==> src/hdl/cfp_pkg.sv <==
package cfp_pkg;

  // default depth of the payload count
  localparam int unsigned BUFFER_BYTES_DEF = 16;

  // payload bytes that are kept for decoding
  localparam int unsigned HEAD_BYTES = 3;
  localparam int unsigned SENSOR_BITS = 24;

  // header and framing bytes
  localparam logic [7:0] HDR_LINE   = 8'h4C;  // 'L'
  localparam logic [7:0] HDR_GREEN  = 8'h47;  // 'G'
  localparam logic [7:0] HDR_SENSOR = 8'h53;  // 'S'
  localparam logic [7:0] BYTE_END   = 8'hFF;
  localparam logic [7:0] BYTE_MARK  = 8'h00;
  localparam logic [7:0] LAST_INIT  = 8'h01;

  // frame kind codes on the result channel
  localparam logic [1:0] FRAME_LINE   = 2'd0;
  localparam logic [1:0] FRAME_GREEN  = 2'd1;
  localparam logic [1:0] FRAME_SENSOR = 2'd2;

  typedef enum logic [1:0] {
    KIND_IDLE   = 2'd0,
    KIND_LINE   = 2'd1,
    KIND_GREEN  = 2'd2,
    KIND_SENSOR = 2'd3
  } rx_kind_t;

  typedef struct packed {
    logic [1:0]              frame_kind;
    logic                    short_frame;
    logic [7:0]              line_kind;
    logic signed [7:0]       line_angle_out;
    logic signed [7:0]       line_offset_out;
    logic [SENSOR_BITS-1:0]  sensor_bits_out;
    logic [2:0]              left_count;
    logic [2:0]              mid_count;
    logic [2:0]              right_count;
    logic [4:0]              total_count;
  } res_t;

endpackage

==> src/hdl/cfp_in_if.sv <==
interface cfp_in_if;
  logic       valid;
  logic       ready;
  logic [7:0] rx_byte;

  modport source (output valid, output rx_byte, input ready);
  modport sink (input valid, input rx_byte, output ready);
endinterface

==> src/hdl/cfp_out_if.sv <==
interface cfp_out_if;
  logic              valid;
  logic              ready;
  logic [1:0]        frame_kind;
  logic              short_frame;
  logic [7:0]        line_kind;
  logic signed [7:0] line_angle_out;
  logic signed [7:0] line_offset_out;
  logic [23:0]       sensor_bits_out;
  logic [2:0]        left_count;
  logic [2:0]        mid_count;
  logic [2:0]        right_count;
  logic [4:0]        total_count;

  modport source (
    output valid, input ready, output frame_kind, output short_frame, output line_kind,
    output line_angle_out, output line_offset_out, output sensor_bits_out,
    output left_count, output mid_count, output right_count, output total_count
  );
  modport sink (
    input valid, output ready, input frame_kind, input short_frame, input line_kind,
    input line_angle_out, input line_offset_out, input sensor_bits_out,
    input left_count, input mid_count, input right_count, input total_count
  );
endinterface

==> src/hdl/cfp_in_reg.sv <==
module cfp_in_reg
  import cfp_pkg::*;
(
  input  logic       clk,
  input  logic       rst_n,
  input  logic       in_valid,
  input  logic [7:0] in_byte,
  input  logic       advance,
  output logic       in_ready,
  output logic       byte_vld,
  output logic [7:0] byte_val
);

  logic       vld_r;
  logic       vld_nxt;
  logic [7:0] byte_r;

  // stage is free when empty or when its item moves on this cycle
  assign in_ready = !vld_r || advance;
  assign vld_nxt  = in_ready ? in_valid : vld_r;

  always_ff @(posedge clk) begin
    if (!rst_n) begin
      vld_r <= 1'b0;
    end else begin
      vld_r <= vld_nxt;
    end
  end

  always_ff @(posedge clk) begin
    if (in_ready && in_valid) begin
      byte_r <= in_byte;
    end
  end

  assign byte_vld = vld_r;
  assign byte_val = byte_r;

endmodule

==> src/hdl/cfp_frame_core.sv <==
module cfp_frame_core
  import cfp_pkg::*;
#(
  parameter int unsigned BUFFER_BYTES = BUFFER_BYTES_DEF
) (
  input  logic       clk,
  input  logic       rst_n,
  input  logic       byte_vld,
  input  logic [7:0] byte_val,
  output logic       res_vld,
  output res_t       res
);

  localparam int unsigned CNT_W = $clog2(BUFFER_BYTES + 1);

  rx_kind_t               kind_r, kind_nxt;
  logic [CNT_W-1:0]       count_r, count_nxt;
  logic [7:0]             last_r, last_nxt;
  logic [7:0]             head_r [HEAD_BYTES];
  logic [7:0]             head_nxt [HEAD_BYTES];
  logic [7:0]             lkind_r, lkind_nxt;
  logic [7:0]             angle_r, angle_nxt;
  logic [7:0]             offset_r, offset_nxt;
  logic [SENSOR_BITS-1:0] sens_r, sens_nxt;
  logic [SENSOR_BITS-1:0] sens_dec;
  logic [SENSOR_BITS-1:0] head_cat;
  logic                   end_hit;
  logic                   full;
  logic [2:0]             cnt_l, cnt_m, cnt_r;

  function automatic logic [2:0] ones7(input logic [6:0] v);
    logic [2:0] n;
    n = '0;
    for (int i = 0; i < 7; i++) begin
      n = n + 3'(v[i]);
    end
    return n;
  endfunction

  // end of frame: 0xff right after a stored 0x00
  assign end_hit = (byte_val == BYTE_END) && (kind_r != KIND_IDLE) &&
                   (count_r != '0) && (last_r == BYTE_MARK);
  assign full    = count_r >= CNT_W'(HEAD_BYTES);

  // first payload byte, msb first, lands in flag 0; flags are active low
  assign head_cat = {head_r[0], head_r[1], head_r[2]};
  always_comb begin
    for (int i = 0; i < SENSOR_BITS; i++) begin
      sens_dec[i] = ~head_cat[SENSOR_BITS-1-i];
    end
  end

  // frame kind sequencing
  always_comb begin
    kind_nxt = kind_r;
    if (byte_vld) begin
      if (end_hit) begin
        kind_nxt = KIND_IDLE;
      end else if (kind_r == KIND_IDLE) begin
        case (byte_val)
          HDR_LINE:   kind_nxt = KIND_LINE;
          HDR_GREEN:  kind_nxt = KIND_GREEN;
          HDR_SENSOR: kind_nxt = KIND_SENSOR;
          default:    kind_nxt = KIND_IDLE;
        endcase
      end
    end
  end

  // payload capture, held values and result
  always_comb begin
    count_nxt  = count_r;
    last_nxt   = last_r;
    head_nxt   = head_r;
    lkind_nxt  = lkind_r;
    angle_nxt  = angle_r;
    offset_nxt = offset_r;
    sens_nxt   = sens_r;
    res_vld    = 1'b0;
    if (byte_vld) begin
      if (end_hit) begin
        res_vld   = 1'b1;
        count_nxt = '0;
        last_nxt  = LAST_INIT;
        if (full) begin
          unique case (kind_r)
            KIND_LINE: begin
              lkind_nxt  = head_r[0];
              angle_nxt  = head_r[1];
              offset_nxt = head_r[2];
            end
            KIND_SENSOR: sens_nxt = sens_dec;
            KIND_GREEN, KIND_IDLE: ;
          endcase
        end
      end else if (kind_r != KIND_IDLE) begin
        for (int i = 0; i < HEAD_BYTES; i++) begin
          if (count_r == CNT_W'(i)) begin
            head_nxt[i] = byte_val;
          end
        end
        if (count_r != CNT_W'(BUFFER_BYTES)) begin
          count_nxt = count_r + CNT_W'(1);
        end
        last_nxt = byte_val;
      end
    end
  end

  assign cnt_l = ones7(sens_nxt[9:3]);
  assign cnt_m = ones7({1'b0, sens_nxt[15:10]});
  assign cnt_r = ones7(sens_nxt[22:16]);

  always_comb begin
    case (kind_r)
      KIND_LINE:  res.frame_kind = FRAME_LINE;
      KIND_GREEN: res.frame_kind = FRAME_GREEN;
      default:    res.frame_kind = FRAME_SENSOR;
    endcase
    res.short_frame     = !full;
    res.line_kind       = lkind_nxt;
    res.line_angle_out  = angle_nxt;
    res.line_offset_out = offset_nxt;
    res.sensor_bits_out = sens_nxt;
    res.left_count      = cnt_l;
    res.mid_count       = cnt_m;
    res.right_count     = cnt_r;
    res.total_count     = 5'(cnt_l) + 5'(cnt_m) + 5'(cnt_r);
  end

  always_ff @(posedge clk) begin
    if (!rst_n) begin
      kind_r   <= KIND_IDLE;
      count_r  <= '0;
      last_r   <= LAST_INIT;
      lkind_r  <= '0;
      angle_r  <= '0;
      offset_r <= '0;
      sens_r   <= '0;
    end else begin
      kind_r   <= kind_nxt;
      count_r  <= count_nxt;
      last_r   <= last_nxt;
      lkind_r  <= lkind_nxt;
      angle_r  <= angle_nxt;
      offset_r <= offset_nxt;
      sens_r   <= sens_nxt;
    end
  end

  always_ff @(posedge clk) begin
    head_r <= head_nxt;
  end

endmodule

==> src/hdl/cfp_out_reg.sv <==
module cfp_out_reg
  import cfp_pkg::*;
(
  input  logic clk,
  input  logic rst_n,
  input  logic load,
  input  logic res_vld,
  input  res_t res,
  input  logic out_ready,
  output logic out_valid,
  output res_t out_res
);

  logic vld_r;
  logic vld_nxt;
  res_t res_r;

  always_comb begin
    vld_nxt = vld_r;
    if (load) begin
      vld_nxt = res_vld;
    end else if (out_ready) begin
      vld_nxt = 1'b0;
    end
  end

  always_ff @(posedge clk) begin
    if (!rst_n) begin
      vld_r <= 1'b0;
    end else begin
      vld_r <= vld_nxt;
    end
  end

  always_ff @(posedge clk) begin
    if (load && res_vld) begin
      res_r <= res;
    end
  end

  assign out_valid = vld_r;
  assign out_res   = res_r;

endmodule

==> src/hdl/camera_frame_parser_top.sv <==
// camera frame parser
// in_ch carries one received serial byte per item (valid/ready, rx_byte).
// out_ch carries one decoded frame result per item: frame kind, short-frame
// flag, the held line type/angle/offset, the held 24 sensor flags and the
// left/mid/right/total counts of set flags.
// a byte is taken into an input register, then the frame tracker works on it
// once it moves on, and a finished frame is written to the result register.
// the result of a closing 0xff byte is loaded into the result register as that
// byte moves on from the input register, and is shown on out_ch from then on.
// throughput: one byte per cycle unless a waiting result stalls on out_ch.ready;
// bytes that end no frame produce no result item.
// reset (rst_n low, synchronous): frame tracker idle, payload count zero,
// held line and sensor values zero, both registers empty.
// stall: a waiting result holds the result register; the byte behind it
// waits in the input register, whether or not it ends a frame, and
// in_ch.ready drops only while both are full and out_ch.ready is low
module camera_frame_parser_top
  import cfp_pkg::*;
#(
  parameter int unsigned BUFFER_BYTES = BUFFER_BYTES_DEF
) (
  input logic      clk,
  input logic      rst_n,
  cfp_in_if.sink   in_ch,
  cfp_out_if.source out_ch
);

  logic       byte_vld;
  logic [7:0] byte_val;
  logic       advance;
  logic       res_vld;
  res_t       res;
  res_t       out_res;
  logic       out_valid;

  // the staged byte moves on when the result register is free or emptying
  assign advance = byte_vld && (!out_valid || out_ch.ready);

  cfp_in_reg u_in_reg (
    .clk      (clk),
    .rst_n    (rst_n),
    .in_valid (in_ch.valid),
    .in_byte  (in_ch.rx_byte),
    .advance  (advance),
    .in_ready (in_ch.ready),
    .byte_vld (byte_vld),
    .byte_val (byte_val)
  );

  cfp_frame_core #(
    .BUFFER_BYTES (BUFFER_BYTES)
  ) u_core (
    .clk      (clk),
    .rst_n    (rst_n),
    .byte_vld (advance),
    .byte_val (byte_val),
    .res_vld  (res_vld),
    .res      (res)
  );

  cfp_out_reg u_out_reg (
    .clk       (clk),
    .rst_n     (rst_n),
    .load      (advance),
    .res_vld   (res_vld),
    .res       (res),
    .out_ready (out_ch.ready),
    .out_valid (out_valid),
    .out_res   (out_res)
  );

  assign out_ch.valid           = out_valid;
  assign out_ch.frame_kind      = out_res.frame_kind;
  assign out_ch.short_frame     = out_res.short_frame;
  assign out_ch.line_kind       = out_res.line_kind;
  assign out_ch.line_angle_out  = out_res.line_angle_out;
  assign out_ch.line_offset_out = out_res.line_offset_out;
  assign out_ch.sensor_bits_out = out_res.sensor_bits_out;
  assign out_ch.left_count      = out_res.left_count;
  assign out_ch.mid_count       = out_res.mid_count;
  assign out_ch.right_count     = out_res.right_count;
  assign out_ch.total_count     = out_res.total_count;

  // a new result appears only after a staged byte moved on
  a_rise_after_advance: assert property (@(posedge clk) disable iff (!rst_n)
    $rose(out_valid) |-> $past(advance))
    else $error("result appeared without a processed byte");

  // input backpressure only when both registers are held
  a_ready_only_stalled: assert property (@(posedge clk) disable iff (!rst_n)
    !in_ch.ready |-> (byte_vld && out_valid && !out_ch.ready))
    else $error("input stalled without a held result");

  // the total is the sum of the three zone counts
  a_total_sum: assert property (@(posedge clk) disable iff (!rst_n)
    out_valid |-> (out_res.total_count ==
      5'(out_res.left_count) + 5'(out_res.mid_count) + 5'(out_res.right_count)))
    else $error("total count mismatch");

  // a short frame never changes the held sensor flags
  a_short_keeps_flags: assert property (@(posedge clk) disable iff (!rst_n)
    (advance && res_vld && res.short_frame && !(out_valid && !out_ch.ready) &&
     $past(rst_n) && $past(advance && res_vld))
    |-> (res.sensor_bits_out == $past(res.sensor_bits_out)))
    else $error("short frame changed sensor flags");

endmodule
==> src/flat_wrapper.sv <==
// flat-port wrapper written by rule: the top's interface ports become plain ports
module camera_frame_parser_top_flat import cfp_pkg::*;
#(
  parameter int unsigned BUFFER_BYTES = BUFFER_BYTES_DEF
)
  (clk, rst_n, in_ch_valid, in_ch_rx_byte, in_ch_ready, out_ch_valid, out_ch_ready, out_ch_frame_kind, out_ch_short_frame, out_ch_line_kind, out_ch_line_angle_out, out_ch_line_offset_out, out_ch_sensor_bits_out, out_ch_left_count, out_ch_mid_count, out_ch_right_count, out_ch_total_count);
  cfp_in_if in_ch_i ();
  cfp_out_if out_ch_i ();
  input logic clk;
  input logic rst_n;
  input wire logic [$bits(in_ch_i.valid)-1:0] in_ch_valid;
  input wire logic [$bits(in_ch_i.rx_byte)-1:0] in_ch_rx_byte;
  output wire logic [$bits(in_ch_i.ready)-1:0] in_ch_ready;
  output wire logic [$bits(out_ch_i.valid)-1:0] out_ch_valid;
  input wire logic [$bits(out_ch_i.ready)-1:0] out_ch_ready;
  output wire logic [$bits(out_ch_i.frame_kind)-1:0] out_ch_frame_kind;
  output wire logic [$bits(out_ch_i.short_frame)-1:0] out_ch_short_frame;
  output wire logic [$bits(out_ch_i.line_kind)-1:0] out_ch_line_kind;
  output wire logic [$bits(out_ch_i.line_angle_out)-1:0] out_ch_line_angle_out;
  output wire logic [$bits(out_ch_i.line_offset_out)-1:0] out_ch_line_offset_out;
  output wire logic [$bits(out_ch_i.sensor_bits_out)-1:0] out_ch_sensor_bits_out;
  output wire logic [$bits(out_ch_i.left_count)-1:0] out_ch_left_count;
  output wire logic [$bits(out_ch_i.mid_count)-1:0] out_ch_mid_count;
  output wire logic [$bits(out_ch_i.right_count)-1:0] out_ch_right_count;
  output wire logic [$bits(out_ch_i.total_count)-1:0] out_ch_total_count;
  assign in_ch_i.valid = in_ch_valid;
  assign in_ch_i.rx_byte = in_ch_rx_byte;
  assign in_ch_ready = in_ch_i.ready;
  assign out_ch_valid = out_ch_i.valid;
  assign out_ch_i.ready = out_ch_ready;
  assign out_ch_frame_kind = out_ch_i.frame_kind;
  assign out_ch_short_frame = out_ch_i.short_frame;
  assign out_ch_line_kind = out_ch_i.line_kind;
  assign out_ch_line_angle_out = out_ch_i.line_angle_out;
  assign out_ch_line_offset_out = out_ch_i.line_offset_out;
  assign out_ch_sensor_bits_out = out_ch_i.sensor_bits_out;
  assign out_ch_left_count = out_ch_i.left_count;
  assign out_ch_mid_count = out_ch_i.mid_count;
  assign out_ch_right_count = out_ch_i.right_count;
  assign out_ch_total_count = out_ch_i.total_count;
  camera_frame_parser_top #(.BUFFER_BYTES(BUFFER_BYTES)) u_core (.clk(clk), .rst_n(rst_n), .in_ch(in_ch_i), .out_ch(out_ch_i));
endmodule
==> config.mk <==
export PLATFORM = sky130hd
export DESIGN_NAME = camera_frame_parser_top_flat
export DESIGN_NICKNAME = d
export VERILOG_FILES = /design/src/hdl/cfp_pkg.sv /design/src/hdl/cfp_in_if.sv /design/src/hdl/cfp_out_if.sv /design/src/hdl/cfp_in_reg.sv /design/src/hdl/cfp_frame_core.sv /design/src/hdl/cfp_out_reg.sv /design/src/hdl/camera_frame_parser_top.sv /design/src/flat_wrapper.sv
export SDC_FILE = /design/constraint.sdc
export NUM_CORES = 1
export LEC_CHECK = 0
export CAP_MARGIN = 20
export CORE_ASPECT_RATIO = 0.5
export CORE_MARGIN = 2
export CORE_UTILIZATION = 53
export CTS_BUF_LIST = sky130_fd_sc_hd__clkbuf_8
export CTS_CLUSTER_SIZE = 10
export DETAILED_ROUTE_END_ITERATION = 8
export DONT_BUFFER_PORTS = 1
export HOLD_SLACK_MARGIN = 0.06
export PLACE_DENSITY_LB_ADDON = 0.3
export SLEW_MARGIN = 5
export SYNTH_ARGS = -nofsm -noshare
export SYNTH_HDL_FRONTEND = slang
export SYNTH_SLANG_ARGS = --single-unit
export TNS_END_PERCENT = 1
==> constraint.sdc <==
create_clock -name clk -period 13.6 [get_ports clk]
set_input_delay 0.68 -clock clk [delete_from_list [all_inputs] [get_ports clk]]
set_output_delay 0.68 -clock clk [all_outputs]
set_load 0.01 [all_outputs]
==> insert_results.sql <==
INSERT INTO impl_metrics (metric_group, metric, value, unit) VALUES
('global_route', 'grt_remaining_overflow', '0', ''),
('min_path', 'classification_of_the_worst_slack_hold_path', 'in2reg', ''),
('floorplan', 'area_of_the_core_region', '0.0119', 'mm2'),
('finish', 'post_route_cells_drive_above_1_share', '13.5', '%'),
('global_route', 'grt.total_usage', '19.3', '%'),
('floorplan', 'die_area', '0.0132', 'mm2'),
('setup_path', 'crit_arrival', '6.69', 'ns'),
('placement', 'hpwlAfterDp', '7680', 'um'),
('setup_path', 'cp_endpoint_kind', 'flip-flop', ''),
('finish', 'area_used_by_multi_input_combinational_logic', '0.00202', 'mm2'),
('finish', 'antennaDiodeCount', '0', ''),
('global_route', 'grt_antenna_before_repair', '0', ''),
('synthesis', 'synth_nets', '506', ''),
('sta', 'timing.final.crit_period', '6.49', 'ns'),
('finish', 'cell_count_final_fillers_out', '645', ''),
('sta', 'timing_worst_slew_pin_value', '0.855', 'ns'),
('power', 'cellLeakagePower', '2.43', 'nW'),
('floorplan', 'floorplan.die.height', '82.1', 'um'),
('global_route', 'grt_max_degree', '68', ''),
('setup_path', 'worstPathCellList', 'inv_1 > ha_1 > nor4b_1 > or4_1 > buf_4 > or3_1 > o21ai_0 > inv_1 > fa_1 > fa_1 > inv_1 > fa_1 > fa_1 > inv_1 > fa_1 > inv_1 > ha_1 > fa_1 > xnor2_1', ''),
('sta', 'grt_setup_unrepaired', 'no', ''),
('drt', 'initialDrtViolationCount', '315', ''),
('synthesis', 'syn_area', '0.00647', 'mm2'),
('floorplan', 'placement_rows', '28', ''),
('placement', 'globalplace.congestion', '0.805', ''),
('clock_network', 'cts-hold-fix-buffers', '0', ''),
('setup_path', 'setup.worst_path.class', 'reg2reg', ''),
('setup_path', 'cpMostUsedCell', 'sky130_fd_sc_hd__fa_1', ''),
('sta', 'totalNegativeSetupSlack', '0', 'ns'),
('status', 'status', 'completed', ''),
('clock_network', 'post_cts_resized', '0', ''),
('sta', 'finalClockSkew', '0.0117', 'ns'),
('clock_network', 'postCtsSetupRepairBufs', '0', ''),
('sta', 'worst_slew_margin_rel', '43.0', '%'),
('setup_path', 'critical_path.n_buffers_inverters', '6', ''),
('placement', 'placement.cell_area', '0.00659', 'mm2'),
('clock_network', 'clockRootBuffer', 'sky130_fd_sc_hd__clkbuf_8', ''),
('global_route', 'grt_pass1_wl', '19100', 'um'),
('power', 'power.total', '0.000887', 'W'),
('setup_path', 'crit_slowest_cell', 'sky130_fd_sc_hd__or3_1', ''),
('synthesis', 'syn-instance-count', '468', ''),
('setup_path', 'crit_path_start_kind', 'flip-flop', ''),
('drt', 'route.vias.total', '3564', ''),
('sta', 'post-route-period-util', '47.7', '%'),
('sta', 'maxSlewViolCount', '0', ''),
('clock_network', 'tritoncts', 'yes', ''),
('floorplan', 'boundaryPins', '79', ''),
('synthesis', 'netlist-cell-type-count', '42', ''),
('setup_path', 'critical-path-max-stage-delay', '0.66', 'ns'),
('synthesis', 'synth.yosys.warnings', '0', ''),
('finish', 'layout.cell_area.non_filler', '0.00700', 'mm2'),
('synthesis', 'avgSynthCellArea', '13.8', 'um2'),
('drt', 'routed_via_density', '5.53', ''),
('drt', 'remaining_drc_errors', '0', ''),
('clock_network', 'cts_max_path_buffers', '2', ''),
('setup_path', 'critPathTopFamily', 'adder cells', ''),
('power', 'pwr_density_cell', '127', 'mW/mm2'),
('clock_network', 'insertion_delay', '0.43', 'ns'),
('sta', 'report.final.setup_viol', '0', ''),
('synthesis', 'seq_cells_post_synth', '162', ''),
('synthesis', 'yosysSeqAreaShare', '65.1', '%'),
('clock_network', 'path_clk_slew', '0.09', 'ns'),
('sta', 'fin_hold_ws', '0.334', 'ns'),
('finish', 'nFillCells', '928', ''),
('drt', 'detail-route-antenna-nets', '0', ''),
('sta', 'clock.fmax', '0.154', 'GHz'),
('global_route', 'grt_pass1_vias', '3523', ''),
('placement', 'buffer_ports.inserted', '0', ''),
('floorplan', 'initial_utilization', '54.5', '%'),
('placement', 'place.detailed.instances', '613', ''),
('finish', 'regArea', '0.00421', 'mm2');
-- cell usage after synthesis --
cell | instances | area, um2
sky130_fd_sc_hd__mux2_2 | 4 | 45.0
sky130_fd_sc_hd__nor2b_1 | 2 | 12.5
sky130_fd_sc_hd__or3_1 | 4 | 25.0
sky130_fd_sc_hd__buf_6 | 1 | 11.3
sky130_fd_sc_hd__and2_4 | 2 | 17.5
sky130_fd_sc_hd__dfxtp_1 | 65 | 1300
sky130_fd_sc_hd__nor4_1 | 4 | 25.0
sky130_fd_sc_hd__nor2_1 | 10 | 37.5
sky130_fd_sc_hd__o21a_1 | 7 | 52.6
sky130_fd_sc_hd__mux2_4 | 20 | 300
sky130_fd_sc_hd__a21oi_1 | 3 | 15.0
sky130_fd_sc_hd__buf_2 | 1 | 5.00
sky130_fd_sc_hd__a31o_2 | 1 | 8.76
sky130_fd_sc_hd__nand2b_1 | 1 | 6.26
sky130_fd_sc_hd__nand2_1 | 17 | 63.8
sky130_fd_sc_hd__edfxtp_1 | 97 | 2910
sky130_fd_sc_hd__nand4b_1 | 3 | 26.3
sky130_fd_sc_hd__nor3_1 | 5 | 25.0
sky130_fd_sc_hd__or4_1 | 3 | 22.5
sky130_fd_sc_hd__nand4_1 | 2 | 12.5
sky130_fd_sc_hd__o2111ai_1 | 1 | 8.76
sky130_fd_sc_hd__inv_1 | 31 | 116
sky130_fd_sc_hd__and4_1 | 2 | 17.5
sky130_fd_sc_hd__buf_12 | 2 | 40.0
sky130_fd_sc_hd__a21boi_0 | 7 | 52.6
sky130_fd_sc_hd__nand3_1 | 15 | 75.1
sky130_fd_sc_hd__nand3b_1 | 2 | 15.0
sky130_fd_sc_hd__ha_1 | 11 | 138
sky130_fd_sc_hd__nor3b_1 | 1 | 7.51
sky130_fd_sc_hd__o221ai_1 | 1 | 8.76
sky130_fd_sc_hd__and2_1 | 48 | 300
sky130_fd_sc_hd__o31ai_1 | 24 | 180
sky130_fd_sc_hd__a21o_1 | 1 | 7.51
sky130_fd_sc_hd__fa_1 | 15 | 300
sky130_fd_sc_hd__or4b_2 | 1 | 10.0
sky130_fd_sc_hd__or4_4 | 1 | 11.3
sky130_fd_sc_hd__a31oi_1 | 1 | 6.26
sky130_fd_sc_hd__xnor2_1 | 2 | 17.5
sky130_fd_sc_hd__buf_1 | 2 | 7.51
sky130_fd_sc_hd__clkbuf_1 | 19 | 71.3
sky130_fd_sc_hd__o21ai_0 | 27 | 135
sky130_fd_sc_hd__nor4b_1 | 2 | 17.5
-- logic make-up after synthesis --
group,synth area share [%]
AO/OA/AOI/OAI,7.35
XOR/XNOR,0.271
multiplexers,5.34
flip-flops,65.1
AND/OR/NAND/NOR,11.3
buffers and inverters,3.89
adder cells (fa/ha/maj),6.77
-- layout by cell type (no fill, tap or decap), types with 2 or more instances in the layout --
master / synthesis / final
sky130_fd_sc_hd__clkbuf_8: 0 / 18
sky130_fd_sc_hd__inv_6: 0 / 2
sky130_fd_sc_hd__xnor2_1: 2 / 2
sky130_fd_sc_hd__clkinvlp_4: 0 / 2
sky130_fd_sc_hd__edfxtp_1: 97 / 97
sky130_fd_sc_hd__bufinv_16: 0 / 3
sky130_fd_sc_hd__o21a_1: 7 / 7
sky130_fd_sc_hd__inv_1: 31 / 34
sky130_fd_sc_hd__buf_4: 0 / 5
sky130_fd_sc_hd__o31ai_1: 24 / 24
sky130_fd_sc_hd__or3_1: 4 / 4
sky130_fd_sc_hd__nand4b_1: 3 / 3
sky130_fd_sc_hd__fa_1: 15 / 15
sky130_fd_sc_hd__and4_1: 2 / 2
sky130_fd_sc_hd__o21ai_0: 27 / 27
sky130_fd_sc_hd__nand3_1: 15 / 15
sky130_fd_sc_hd__nand4_1: 2 / 2
sky130_fd_sc_hd__a21oi_1: 3 / 3
sky130_fd_sc_hd__nand2_1: 17 / 17
sky130_fd_sc_hd__dfxtp_1: 65 / 65
sky130_fd_sc_hd__nor4_1: 4 / 4
sky130_fd_sc_hd__clkinv_2: 0 / 2
sky130_fd_sc_hd__nor2b_1: 2 / 2
sky130_fd_sc_hd__nor4b_1: 2 / 2
sky130_fd_sc_hd__mux2_4: 20 / 20
sky130_fd_sc_hd__and2_1: 48 / 48
sky130_fd_sc_hd__nor3_1: 5 / 5
sky130_fd_sc_hd__mux2_2: 4 / 4
sky130_fd_sc_hd__nand3b_1: 2 / 2
sky130_fd_sc_hd__and2_4: 2 / 2
sky130_fd_sc_hd__or4_1: 3 / 3
sky130_fd_sc_hd__a21boi_0: 7 / 7
sky130_fd_sc_hd__ha_1: 11 / 11
sky130_fd_sc_hd__nor2_1: 10 / 9
-- layer usage --
metal  GRT usage, %  up-vias  part of all wire (%)
met5              0        -                     0
met4           6.85        0                  0.77
met3           4.45        8                   5.6
met2           30.1      143                    45
met1           27.1     1751                    48
li1               -     1662                     -
-- worst paths after layout --
check        slack, ns                             startpoint  cells past startpoint                                    end
max               7.11  u_core.u_core.count_r[0]$_SDFFE_PN0P_                     19  u_core.u_out_reg.out_res[3]$_DFFE_PP_
min               0.33                                  rst_n                      1   u_core.u_core.last_r[0]$_SDFFE_PN1P_
max reg2reg       7.11  u_core.u_core.count_r[0]$_SDFFE_PN0P_                     19  u_core.u_out_reg.out_res[3]$_DFFE_PP_
min reg2reg       0.48   u_core.u_core.last_r[4]$_SDFFE_PN0P_                      2   u_core.u_core.last_r[4]$_SDFFE_PN0P_
-- where the power goes --
group	switching (W)	total, W	internal, W
logic	0.00000172	0.00000358	0.00000186
clock network	0.000172	0.000359	0.000187
registers	0.00000613	0.000524	0.000518
-- cell type report --
cell class	count	share of cell area [%]
multi-input cells	250	28.8
flip-flops and latches	162	60.2
clock buffers	18	3.54
well taps	165	2.95
clock inverters	14	2.34
repair buffers	5	0.536
inverters	31	1.66
-- sequential cells by signal, summed over array words and instances (netlist names) --
signal and count:
u_core.u_core.angle_r 8, u_core.u_core.count_r 5, u_core.u_core.head_cat 24, u_core.u_core.kind_r 2, u_core.u_core.last_r 8, u_core.u_core.lkind_r 8
u_core.u_core.offset_r 8, u_core.u_core.sens_r 24, u_core.u_in_reg.byte_val 8, u_core.u_in_reg.byte_vld 1, u_core.u_out_reg.out_res 65, u_core.u_out_reg.out_valid 1
-- worst register-to-register path, delay by kind of cell, from the launching register on --
| kind | cells | cell delay (ns) |
|---|---|---|
| buffers and inverters | 6 | 0.63 |
| and+or+nand+nor | 3 | 1.33 |
| AOI/OAI and AO/OA | 1 | 0.40 |
| adders and majority gates | 8 | 3.30 |
| DFF | 1 | 0.47 |
| xor gates and xnor gates | 1 | 0.13 |
-- stage by stage --
step	utilization [%]	setup WS, ns
2_1_floorplan	-	7.68
3_3_place_gp	55.5	7.26
3_5_place_dp	55.5	7.09
4_1_cts	59.0	7.09
5_1_grt	59.0	6.78
6_report	59.0	7.11
Power figures use the tool's default switching activity.
